===== config.mk =====
export PLATFORM = sky130hd
export DESIGN_NAME = kcsi_ram
export DESIGN_NICKNAME = d
export VERILOG_FILES = /design/src/rtl/kcsi_ram.sv
export SDC_FILE = /design/constraint.sdc
export NUM_CORES = 2
export LEC_CHECK = 0
export ABC_CLOCK_PERIOD_IN_PS = 4600
export BUFFER_PORTS_ARGS = -buffer_cell sky130_fd_sc_hd__buf_4
export CORE_MARGIN = 2
export CORE_UTILIZATION = 43
export CTS_CLUSTER_SIZE = 25
export DETAILED_ROUTE_END_ITERATION = 10
export HOLD_SLACK_MARGIN = 0.1
export PLACE_DENSITY = 0.67
export SLEW_MARGIN = 15
export SYNTH_ARGS = -nofsm -noshare
export SYNTH_HDL_FRONTEND = slang
export SYNTH_SLANG_ARGS = --single-unit

===== constraint.sdc =====
create_clock -name clk -period 4.6 [get_ports clk]
set_input_delay 0.92 -clock clk [delete_from_list [all_inputs] [get_ports clk]]
set_output_delay 0.92 -clock clk [all_outputs]
set_load 0.1 [all_outputs]

===== src/rtl/kcsi_ram.sv =====
// ----------------------------------------------------------------------------
// kcsi_ram
// Generic single-port-write, single-port-read RAM with registered read data.
// ----------------------------------------------------------------------------
module kcsi_ram #(
  parameter int WIDTH = 32,
  parameter int DEPTH = 64
) (
  input  logic                                   clk,
  input  logic                                   we,
  input  logic [((DEPTH > 1) ? $clog2(DEPTH) : 1)-1:0] waddr,
  input  logic [WIDTH-1:0]                       wdata,
  input  logic [((DEPTH > 1) ? $clog2(DEPTH) : 1)-1:0] raddr,
  output logic [WIDTH-1:0]                       rdata
);

  logic [WIDTH-1:0] mem [DEPTH];
  logic [WIDTH-1:0] rdata_r;

  always_ff @(posedge clk) begin
    if (we) begin
      mem[waddr] <= wdata;
    end
    rdata_r <= mem[raddr];
  end

  assign rdata = rdata_r;

endmodule


==> metrics.txt <==
# TYPE chip_impl_metric gauge
chip_impl_metric{name="initial_utilization",unit="%"} 43.3
chip_impl_metric{name="timing.final.setup_violations",unit=""} 0
chip_impl_metric{name="yosysWarnings",unit=""} 0
chip_impl_metric{name="hold_depth",unit=""} 1
chip_impl_metric{name="tightest_slew",unit="ns"} 1.03
chip_impl_metric{name="cts.path.max_buffers",unit=""} 3
chip_impl_metric{name="drt_iter0_markers",unit=""} 4719
chip_impl_metric{name="arrival",unit="ns"} 3.73
chip_impl_metric{name="hold_viol_final",unit=""} 0
chip_impl_metric{name="peakVddDrop",unit="mV"} 0.338
chip_impl_metric{name="timing.slew.headroom",unit="%"} 31.3
chip_impl_metric{name="p_leak",unit="uW"} 0.0279
chip_impl_metric{name="finalCriticalPeriod",unit="ns"} 3.06
chip_impl_metric{name="num_io_pins",unit=""} 78
chip_impl_metric{name="buffer_ports.inserted",unit=""} 77
chip_impl_metric{name="clk_pin_slew_worst_paths",unit="ns"} 0.06
chip_impl_metric{name="crit_fanout",unit=""} 65
chip_impl_metric{name="cp.required",unit="ns"} 5.27
chip_impl_metric{name="seq_power_share",unit="%"} 53.8
chip_impl_info{name="synthDominantAreaCellType",value="edfxtp_1"} 1
chip_impl_info{name="startpoint_type",value="primary input"} 1
chip_impl_metric{name="post_detailed_route_count_of_antenna_violating_nets",unit=""} 0
chip_impl_metric{name="post_cts_resized",unit=""} 0
chip_impl_metric{name="synthesis.instances",unit=""} 3324
chip_impl_metric{name="mean_instance_size_in_the_synthesized_netlist",unit="sq um"} 23.6
chip_impl_metric{name="dp_slack",unit="ns"} 0.697
chip_impl_metric{name="htree_levels",unit=""} 4
chip_impl_info{name="grt_setup_unrepaired",value="false"} 1
chip_impl_info{name="ctsRootBufferMaster",value="clkbuf_16"} 1
chip_impl_info{name="post_synth_main_area_contributors",value="edfxtp_1 (78%), mux4_2 (16%), mux2i_1 (1.2%)"} 1
chip_impl_metric{name="drv_slew",unit=""} 0
chip_impl_metric{name="switching_share",unit="%"} 21.6
chip_impl_metric{name="intPower",unit="uW"} 30700
chip_impl_metric{name="power.clock.fraction",unit="%"} 40.6
chip_impl_metric{name="drcViolationCount",unit=""} 0
chip_impl_metric{name="combPwrFrac",unit="%"} 5.6
chip_impl_metric{name="tns",unit="ns"} 0
chip_impl_metric{name="worst_clock_skew",unit="ns"} 0.0308
chip_impl_metric{name="fp.dieW",unit="microns"} 431
chip_impl_metric{name="cts_made_buffers",unit=""} 201
chip_impl_metric{name="grt_first_pass_wirelength",unit="microns"} 280000
chip_impl_metric{name="hpwlAfterDp",unit="microns"} 110000
chip_impl_metric{name="worst-r2r-cell-count",unit=""} 4
chip_impl_metric{name="synth.top_cell.area_share",unit="%"} 78.3
chip_impl_metric{name="drt-total-wl",unit="microns"} 197000
chip_impl_info{name="timing_worst_setup_path_type",value="primary input to register"} 1
chip_impl_metric{name="clock_latency_on_the_worst_skew_pair",unit="ns"} 0.83
chip_impl_metric{name="post-cts-setup-buffers",unit=""} 0
chip_impl_metric{name="grt_pass1_vias",unit=""} 37300
chip_impl_metric{name="mappedNetlistArea",unit="sq um"} 78500
chip_impl_metric{name="layout.nets",unit=""} 3644
chip_impl_info{name="synth.cells.most_frequent",value="edfxtp_1 (2048), mux4_2 (544), nor2_1 (137)"} 1
chip_impl_metric{name="portion_of_the_post_synthesis_area_used_by_sequential_elements",unit="%"} 79.1
chip_impl_metric{name="cellPowerDensity",unit="nW/um^2"} 436
chip_impl_info{name="status",value="finished clean"} 1
chip_impl_metric{name="final_core_utilization",unit="%"} 49.6
chip_impl_metric{name="die_area",unit="sq um"} 186000
chip_impl_metric{name="gp_congestion",unit=""} 0.789
chip_impl_info{name="cts_tree",value="yes"} 1
chip_impl_metric{name="core_area",unit="sq um"} 181000
chip_impl_metric{name="area_growth_syn_to_layout",unit="%"} 14.4
chip_impl_metric{name="asyncSetResetFlopFracSynth",unit="%"} 0
chip_impl_metric{name="mappedNetlistNets",unit=""} 3370
chip_impl_metric{name="post_drt_wl_per_cell",unit="microns"} 32.0
chip_impl_info{name="worst_hold_path_type",value="primary input to register"} 1
chip_impl_metric{name="die_h",unit="microns"} 431
chip_impl_metric{name="avgViaCountPerCell",unit=""} 6.09
chip_impl_metric{name="detailedRoute.firstPassIterationCount",unit=""} 5
chip_impl_metric{name="drv.max_cap_violation_count",unit=""} 0
chip_impl_metric{name="global_router_s_overall_resource_usage",unit="%"} 21.2
chip_impl_metric{name="ys_ff_latch",unit=""} 2080
chip_impl_metric{name="grt_start_max_net_pins",unit=""} 67
chip_impl_metric{name="cts_hold_buffers",unit=""} 0
chip_impl_metric{name="synth.distinct_cells",unit=""} 34
chip_impl_metric{name="timing.final.ws_setup",unit="ns"} 1.54
chip_impl_metric{name="placementRows",unit=""} 156
chip_impl_metric{name="globalRouteOverflowTotal",unit=""} 0
chip_impl_metric{name="total_power",unit="uW"} 39200
chip_impl_info{name="crit_path_end_kind",value="register"} 1
chip_impl_info{name="synth_flop_cell",value="edfxtp_1"} 1
chip_impl_info{name="synth_most_common_cell",value="edfxtp_1"} 1
chip_impl_metric{name="synth_enable_flop_cells",unit=""} 2048
chip_impl_metric{name="grt_antenna_before_repair",unit=""} 6
chip_impl_metric{name="drive_above_1_share",unit="%"} 30.5
chip_impl_metric{name="tritoncts_num_sinks",unit=""} 2080
chip_impl_metric{name="layout_worst_path_cycle_share",unit="%"} 66.5
chip_impl_metric{name="routed-via-count",unit=""} 37400
chip_impl_metric{name="timing.fmax",unit="GHz"} 0.327
chip_impl_metric{name="power_switching",unit="uW"} 8460
-- flip-flops by register name (all words and copies together) (netlist names) --
register / count
mem: 2048
rdata: 32
-- worst paths after layout --
path	from	to	slack, ns
worst min register to register	mem[12][8]	rdata[8]	0.78
worst min-delay path	wdata[10]	mem[36][10]	0.62
worst max register to register	mem[16][27]	rdata[27]	2.34
worst max-delay path	raddr[1]	rdata[27]	1.54
-- per-layer routing --
metal  GRT usage, %  vias up  share of wire, %
li1               -    14800                 -
met1           30.3    20400                40
met2           34.2     1817                49
met3           3.61      264               8.4
met4           5.59        4               2.4
met5              0        -             0.013
-- cell families after synthesis --
kind of cell | Yosys count | synth area share, %
DFF | 2080 | 79.1
muxes | 637 | 16.8
and+or+nand+nor | 223 | 1.27
AOI/OAI and AO/OA | 202 | 1.67
buffers and inverters | 182 | 1.13
-- placed cells by master, fill, tap and decap left out, types with 3 or more instances in the layout --
master         n
a21oi_1       62
a22oi_1       12
a311oi_1       8
a41o_1         4
and3_1         4
buf_12        39
buf_4        210
buf_8          3
bufinv_16     13
clkbuf_1      50
clkbuf_16    204
clkbuf_8       7
clkinv_1      37
clkinv_2      37
clkinv_8       6
clkinvlp_4     6
dfxtp_1       32
diode_2        5
edfxtp_1    2048
inv_6          4
mux2i_1       93
mux4_2       544
nand2_1       26
nand2b_1       7
nand3_1        5
nand3b_1       5
nor2_1        75
nor2_4        62
nor2b_1       15
nor3_1         5
o221ai_1      27
o22ai_1       84
o32ai_1        4
or3_1          3
or3b_2         3
-- metrics by stage --
stage	instance area, sq um	hold slack (ns)	instances
2_1_floorplan	78500	0.663	3324
3_5_place_dp	83500	0.769	5765
3_3_place_gp	83500	0.720	5765
6_report	89900	0.622	6138
5_1_grt	89900	0.628	6135
4_1_cts	89800	0.581	6133
-- power by group through the flow --
| stage | clock [uW] | sequential [uW] | combinational (uW) |
|---|---|---|---|
| after global placement | 0 | 21500 | 2200 |
| after global routing | 16900 | 21100 | 2320 |
| after detailed placement | 0 | 21500 | 2220 |
| after CTS | 16100 | 21100 | 2230 |
| final | 15900 | 21100 | 2200 |
| after floorplan | 0 | 21700 | 1020 |
-- worst max-delay path, cell delays in order --
cell	delay, ns
buf_8	0.46
buf_12	0.31
buf_4	0.28
mux4_2	0.33
mux4_2	0.51
o22ai_1	0.59
nor2_1	0.18
-- layout make-up --
type | count | area, sq um
diodes | 5 | 12.5
clock buffers | 261 | 5390
clock inverters | 107 | 971
fillers | 14000 | 91300
multi-input cells | 1062 | 16000
flip-flops and latches | 2080 | 62100
well taps | 2370 | 2970
repair buffers | 253 | 2410
No activity file was read; power rests on OpenSTA's default activity.
