[src/rtl/kcsi_pkg.sv]
// ----------------------------------------------------------------------------
// kcsi_pkg
// Shared types and codes for the keyframe cardinal spline interpolator.
// ----------------------------------------------------------------------------
package kcsi_pkg;

  localparam logic OP_LOAD  = 1'b0;
  localparam logic OP_QUERY = 1'b1;

  localparam logic CFG_TENSION   = 1'b0;
  localparam logic CFG_KEY_COUNT = 1'b1;

  typedef enum logic [3:0] {
    S_IDLE, S_RNG0, S_RNG1, S_RNG2, S_SRA, S_SRB,
    S_F0, S_F1, S_F2, S_F3, S_F4, S_CALC, S_WAIT, S_FIN, S_OUT
  } state_t;

  typedef enum logic [3:0] {
    ST_DIV_R1, ST_MUL_F1, ST_DIV_R2, ST_MUL_F2, ST_DIV_S, ST_MUL_S2, ST_MUL_S3,
    ST_MUL_D1, ST_MUL_D2, ST_MUL_H0, ST_MUL_H1, ST_MUL_H2, ST_MUL_H3
  } step_t;

  typedef enum logic {
    ALU_MUL,
    ALU_DIV
  } alu_op_t;

  typedef struct packed {
    logic               start;
    alu_op_t            op;
    logic signed [39:0] a;
    logic signed [39:0] b;
    logic [4:0]         sh;
  } alu_req_t;

  typedef struct packed {
    logic        done;
    logic        neg;
    logic [71:0] mag;
  } alu_rsp_t;

endpackage

[src/rtl/kcsi_alu.sv]
// ----------------------------------------------------------------------------
// kcsi_alu
// Shared arithmetic unit: sign-magnitude multiply, eight bits of the second
// operand per cycle, and restoring fractional divide, one quotient bit per
// cycle, with the ratio clamped to [0, 1].
// ----------------------------------------------------------------------------
module kcsi_alu (
  input  logic               clk,
  input  logic               rst_n,
  input  kcsi_pkg::alu_req_t req,
  output kcsi_pkg::alu_rsp_t rsp
);

  logic                busy_r;
  logic                done_r;
  kcsi_pkg::alu_op_t   op_r;
  logic [4:0]          cnt_r;
  logic [71:0]         acc_r;
  logic [39:0]         am_r;
  logic [31:0]         bm_r;
  logic                neg_r;

  logic [39:0] a_mag;
  logic [39:0] b_mag;
  logic [47:0] pp;
  logic [35:0] rem2;
  logic        ge;
  logic        div_bad;
  logic        div_full;

  assign a_mag    = req.a[39] ? 40'(-req.a) : 40'(req.a);
  assign b_mag    = req.b[39] ? 40'(-req.b) : 40'(req.b);
  assign pp       = am_r * bm_r[31:24];
  assign rem2     = {acc_r[34:0], 1'b0};
  assign ge       = rem2 >= {2'b00, am_r[33:0]};
  assign div_bad  = req.a[39] || req.b[39] || (req.b == 40'sd0);
  assign div_full = req.a >= req.b;

  always_ff @(posedge clk) begin
    if (!rst_n) begin
      busy_r <= 1'b0;
      done_r <= 1'b0;
    end else begin
      done_r <= 1'b0;
      if (req.start) begin
        if (req.op == kcsi_pkg::ALU_DIV && (div_bad || div_full)) begin
          busy_r <= 1'b0;
          done_r <= 1'b1;
        end else begin
          busy_r <= 1'b1;
        end
      end else if (busy_r && cnt_r == 5'd1) begin
        busy_r <= 1'b0;
        done_r <= 1'b1;
      end
    end
  end

  always_ff @(posedge clk) begin
    if (req.start) begin
      op_r <= req.op;
      case (req.op)
        kcsi_pkg::ALU_MUL: begin
          am_r  <= a_mag;
          bm_r  <= b_mag[31:0];
          neg_r <= req.a[39] ^ req.b[39];
          acc_r <= '0;
          cnt_r <= 5'd4;
        end
        kcsi_pkg::ALU_DIV: begin
          neg_r <= 1'b0;
          am_r  <= 40'(req.b);
          acc_r <= 72'(req.a);
          cnt_r <= req.sh;
          if (div_bad) begin
            bm_r <= '0;
          end else if (div_full) begin
            bm_r <= 32'd1 << req.sh;
          end else begin
            bm_r <= '0;
          end
        end
        default: begin
          neg_r <= 1'b0;
        end
      endcase
    end else if (busy_r) begin
      cnt_r <= cnt_r - 5'd1;
      case (op_r)
        kcsi_pkg::ALU_MUL: begin
          acc_r <= {acc_r[63:0], 8'h00} + 72'(pp);
          bm_r  <= {bm_r[23:0], 8'h00};
        end
        kcsi_pkg::ALU_DIV: begin
          acc_r <= ge ? 72'(rem2 - {2'b00, am_r[33:0]}) : 72'(rem2);
          bm_r  <= {bm_r[30:0], ge};
        end
        default: begin
          cnt_r <= '0;
        end
      endcase
    end
  end

  assign rsp.done = done_r;
  assign rsp.neg  = neg_r;
  assign rsp.mag  = (op_r == kcsi_pkg::ALU_DIV) ? 72'(bm_r) : acc_r;

endmodule

[config.mk]
export PLATFORM = sky130hd
export DESIGN_NAME = kcsi_alu
export DESIGN_NICKNAME = d
export VERILOG_FILES = /design/src/rtl/kcsi_pkg.sv /design/src/rtl/kcsi_alu.sv
export SDC_FILE = /design/constraint.sdc
export NUM_CORES = 1
export LEC_CHECK = 0
export ABC_AREA = 1
export BUFFER_PORTS_ARGS = -buffer_cell sky130_fd_sc_hd__buf_2
export CELL_PAD_IN_SITES_DETAIL_PLACEMENT = 2
export CELL_PAD_IN_SITES_GLOBAL_PLACEMENT = 2
export CORE_ASPECT_RATIO = 2
export CORE_MARGIN = 3
export CORE_UTILIZATION = 30
export DETAILED_ROUTE_END_ITERATION = 16
export HOLD_SLACK_MARGIN = 0.12
export PLACE_DENSITY_LB_ADDON = 0.1
export SYNTH_ARGS = -nofsm -noshare
export SYNTH_HDL_FRONTEND = slang
export SYNTH_SLANG_ARGS = --single-unit
[constraint.sdc]
create_clock -name clk -period 5.22 [get_ports clk]
set_clock_uncertainty 0.1 [all_clocks]
set_input_delay 0.783 -clock clk [delete_from_list [all_inputs] [get_ports clk]]
set_output_delay 0.783 -clock clk [all_outputs]
set_load 0.05 [all_outputs]
==> results of run 1 <==
## stage by stage
stage / std cells / utilization / instance area (sq um) / setup slack (ps) / hold WS [ps]
after floorplan: 4410 / - / 28100 / 288 / 333
after global placement: 6070 / 0.364 / 33700 / -1020 / 381
after detailed placement: 6070 / 0.364 / 33700 / -1070 / 384
after CTS: 6188 / 0.403 / 37400 / -311 / 395
after global routing: 6234 / 0.429 / 39800 / -1050 / 430
final: 6240 / 0.429 / 39800 / -971 / 394
## worst max path at each step
stage,startpoint,end,slack [ps],cells past startpoint
after floorplan,bm_r[24],acc_r[59],290,23
after global routing,bm_r[28],acc_r[42],-1050,25
final,bm_r[28],acc_r[42],-970,25
after detailed placement,bm_r[29],acc_r[65],-1070,24
after CTS,bm_r[30],acc_r[65],-310,24
after global placement,bm_r[30],acc_r[65],-1020,24
## registers in the layout, summed over array words and instances, names as in the netlist
signal	cells
done_r	1
acc_r	72
am_r	40
neg_r	1
op_r	1
bm_r	32
busy_r	1
cnt_r	5
## what timing repair did
item / in CTS / in global routing
gates resized for setup: 565 / 521
pin swaps: 207 / 257
endpoints found under the setup margin: 63 / 64
cloned: 4 / 3
setup buffers: 87 / 50
## area by class of cell
class,count,area [sq um],area share
Multi-Input combinational cell,3112,22800,0.572
Timing Repair Buffer,762,6610,0.166
Sequential cell,153,4570,0.115
Inverter,974,3690,0.0927
Tap cell,1200,1500,0.0377
Clock buffer,18,429,0.0108
Clock inverter,14,196,0.00494
Antenna cell,7,17.5,0.000440
## worst max-delay path: stages (launching register included)
cell and delay, ps:
edfxtp_1 420, buf_12 170, buf_6 130, buf_8 140, nand2_1 120, inv_1 210, fa_1 820, fa_1 590
fa_1 660, fa_1 510, ha_4 350, nand2_4 90, buf_4 170, nor2_4 140, nand2_2 90, buf_4 140
nor2_2 120, nand2_2 80, nand3b_1 150, nand2_1 100, nand2_1 110, nand2_1 100, nand3_1 90, nand2_1 60
nand2_1 80, nand2_1 110
## synthesized netlist by cell type, drive strengths merged
cell type and number:
nand3 242, or2 15, nand3b 17, o31ai 1, a21boi 7, buf 32
fa 268, o21bai 8, clkinv 1, nand2 1397, o22ai 3, nor2 337
clkbuf 139, xor2 33, a21oi 220, o21a 3, and3 1, a211oi 1
nor3 74, ha 155, nand4 49, and2 3, nor4 17, o211ai 3
edfxtp 151, inv 973, a22oi 15, nor3b 1, a21o 5, a31oi 7
o21ai 217, o32ai 1, xnor2 12, dfxtp 2
## cell families after synthesis
logic type | count (synthesis) | share of synthesized area
buffers and inverters | 1145 | 0.156
DFF | 153 | 0.163
AOI/OAI and AO/OA | 491 | 0.0920
and+or+nand+nor | 2153 | 0.315
adders and majority gates | 423 | 0.260
xor gates and xnor gates | 45 | 0.0140
## metal layers
metal / wire length [microns] / vias to the layer above / GRT usage
li1: - / 14700 / -
met1: 64800 / 17400 / 0.353
met2: 99800 / 1666 / 0.659
met3: 12000 / 977 / 0.0356
met4: 25400 / 14 / 0.278
met5: 99 / - / 0
==> results.toml, run 1 <==
[critical_path]
r2r_end = "acc_r[42]"
r2r_slack_ps = -970
startpoint_type = "flip-flop"
worstPathRequired_ps = 5350
end_kind = "flip-flop"
cp_max_fo = 7
arrival_ps = 6320
r2r_cells = 25
timing.rr.start = "bm_r[28]"
crit_type = "reg -> reg"

[sta]
tns_ps = -43860
worst_slew_pin_slew_ps = 1020
finalHoldViolations = 0
slew_headroom = 0.316
period_needed_ps = 6190
finalMaxSlewViolations = 0
post-route-period-util = 1.19
max_freq_ghz = 0.162
fin_ws_ps = -971
setup_viol = 65
rsz0062_at_grt = "yes"

[detailed_routing]
first_pass_iters = 6
routed_wl_mm = 202
via_per_inst = 5.57
ant_nets = 0
via_count = 34800
drc_errors = 0
drtIter0Drc = 2277
wl_per_cell_microns = 32.4

[clock_tree]
cts_buffer_depth = 2
clock_sinks = 153
cts_hold_buffers = 0
clk_latency_ps = 540
path_clk_slew_ps = 80
cts_buffers = 17
root_buffer = "clkbuf_16"
tritoncts = "yes"
h-tree-depth = 4

[min_path]
hold_end = "done_r"
hp-class = "reg -> reg"
worstHoldStart = "busy_r"
hold_depth = 2

[cells_and_area]
syn_to_final_growth_pct = 41.6
drive_above_1_share = 0.296
fillers = 10800
final_common_cell = "nand2_1"
final_cell_mix = "1135 x nand2_1, 868 x inv_1, 428 x buf_4"
fin_nets = 5532

[grt]
grt_max_degree = 104
grt_usage = 0.352
antenna_found_initial = 15
grt-ovfl-total = 0
grt_pass1_wl_mm = 251
grt_pass1_vias = 37700

[synthesis]
syn_area_sq_um = 28100
yosysTopAreaCell = "fa_1"
synth_nets = 4922
synthDistinctLibCells = 49
synth_area_per_cell_sq_um = 6.37
synthCells = 4410
yosys.area.top_type_share = 0.191
ys_ff_latch = 153
synth_seq_area_share = 0.163
synthTopCellsByArea = "fa_1 19%, nand2_1 19%, edfxtp_1 16%, inv_1 13%, ha_1 6.9%"
ys_warn_count = 0

[run]
drv_cap = 0

[place]
gp_congestion = 0.952
port_buffers = 162
hpwl_mm = 139

[floorplanning]
io_pins = 163
dieWidth_microns = 222
num_rows = 158
initial_core_util = 0.303
fp.dieH_microns = 439
design.core.area_sq_um = 92700
fp.dieArea_sq_um = 97600

[run_status]
outcome = "finished, violations left"
violations = "negative setup slack"
Power of run 1 is not shown: default switching activity piles up to over one toggle a cycle in this logic, so the estimate is an artifact.
==> run 2, diff against run 1 <==
ABC_CLOCK_PERIOD_IN_PS = 5220   (was not set)
BUFFER_PORTS_ARGS = not set   (was -buffer_cell sky130_fd_sc_hd__buf_2)
DONT_BUFFER_PORTS = 1   (was not set)
==> run 2 against run 1 <==
  * The run still ends with negative setup slack left
  * Clock-buffer cell count decreased by 1
  * Wire length decreased by 9.4%
  * Design area decreased by 4.4%
  * Worst setup slack improved by 250 ps
  * Die area unchanged
  * Fmax increased by 4.3%
  * Critical path type unchanged
==> results.toml, run 2 (same netlist as run 1, synthesis figures left out) <==
[floorplanning]
num_rows = 158
io_pins = 163
initial_core_util = 0.303
design.core.area_sq_um = 92700
fp.dieArea_sq_um = 97600
fp.dieH_microns = 439
dieWidth_microns = 222

[place]
hpwl_mm = 134
port_buffers = 0
gp_congestion = 0.974

[clock_tree]
clk_latency_ps = 530
h-tree-depth = 4
path_clk_slew_ps = 90
root_buffer = "clkbuf_16"
cts_buffer_depth = 2
cts_hold_buffers = 0
tritoncts = "yes"
cts_buffers = 17
clock_sinks = 153

[sta]
finalMaxSlewViolations = 0
slew_headroom = 0.182
rsz0062_at_grt = "yes"
period_needed_ps = 5940
setup_viol = 64
worst_slew_pin_slew_ps = 1220
post-route-period-util = 1.14
finalHoldViolations = 0
hold_ws_ps = 275
max_freq_ghz = 0.168
fin_ws_ps = -717

[cells_and_area]
largestRegisters = "acc_r: 72 flops, am_r: 40 flops, bm_r: 32 flops"
drive_above_1_share = 0.264
top_register = "acc_r"
fin_nets = 5330
syn_to_final_growth_pct = 35.4
final_cell_mix = "1140 x nand2_1, 861 x inv_1, 428 x buf_4"
final_common_cell = "nand2_1"
largest_reg_flops = 72

[critical_path]
arrival_ps = 6100
crit_type = "reg -> reg"
worstPathRequired_ps = 5390
end_kind = "flip-flop"
startpoint_type = "flip-flop"
cp_max_fo = 6

[detailed_routing]
wl_per_cell_microns = 30.4
via_per_inst = 5.44
via_count = 32800
routed_wl_mm = 183
first_pass_iters = 5
drc_errors = 0
drtIter0Drc = 1928
ant_nets = 0

[grt]
grt-ovfl-total = 0
grt_pass1_vias = 36100
grt_usage = 0.334
grt_max_degree = 92
antenna_found_initial = 3
grt_pass1_wl_mm = 238

[run_status]
violations = "negative setup slack"
outcome = "finished, violations left"

[run]
drv_cap = 0

[min_path]
hp-class = "in -> reg"
run 2: cell count changes in the layout (fill, tap and decap cells not counted), sizes merged:
cell	change
bufbuf	-1
buf	-200
inv	+3
clkbuf	-2
clkinv	-1
bufinv	-1
diode	-6
run 2: layer usage:
layer	vias up	GRT usage	wire, microns
li1	14300	-	-
met1	16800	0.334	61100
met2	1137	0.638	95400
met3	613	0.0446	8170
met4	0	0.220	18400
met5	-	0	0
run 2: per-stage QoR:
stage | cell area [sq um] | util | instances | setup WS, ps | setup TNS [ps]
after floorplan | 28100 | - | 4410 | 288 | 0
after global placement | 32800 | 0.354 | 5911 | -795 | -23860
after detailed placement | 32800 | 0.354 | 5911 | -839 | -29350
after CTS | 36000 | 0.388 | 5989 | -79.1 | -1230
after global routing | 38000 | 0.410 | 6031 | -794 | -37170
final | 38000 | 0.410 | 6032 | -717 | -31890
run 2: timing repair:
item / 4_1_cts / 5_1_grt
endpoints found under the setup margin: 64 / 64
gates cloned: 4 / 2
resized for setup: 550 / 494
pin swaps: 237 / 181
buffers inserted: 44 / 46
run 2: final cells by class:
type / count / area [sq um]
fillers: 10900 / 54700
multi-input cells: 3112 / 22500
repair buffers: 560 / 5200
flip-flops and latches: 153 / 4570
inverters: 974 / 3690
well taps: 1200 / 1500
clock buffers: 17 / 425
clock inverters: 15 / 188
diodes: 1 / 2.50
run 2: path summary, 6_finish.rpt:
kind         cells past startpoint  slack, ps         to     start
max                             26       -720  acc_r[39]  bm_r[30]
min                              2        280     done_r     rst_n
max reg2reg                     26       -720  acc_r[39]  bm_r[30]
min reg2reg                      2        380     done_r    busy_r
run 2: critical path, stage by stage, from the launching register on:
cell and delay [ps]:
edfxtp_1 470, buf_12 170, buf_16 160, buf_4 140, nand2_1 60, inv_1 70, fa_1 620, fa_2 480
fa_1 510, inv_2 60, fa_1 720, inv_2 110, ha_4 340, buf_4 150, nand2_8 70, buf_6 130
nor3_4 220, buf_6 140, nand2_4 60, nand3_4 120, buf_6 150, a21oi_4 70, o21ai_1 130, o21ai_0 120
buf_4 190, nand2_1 60, nand2_1 50
Power of run 2 is left out for the same reason.
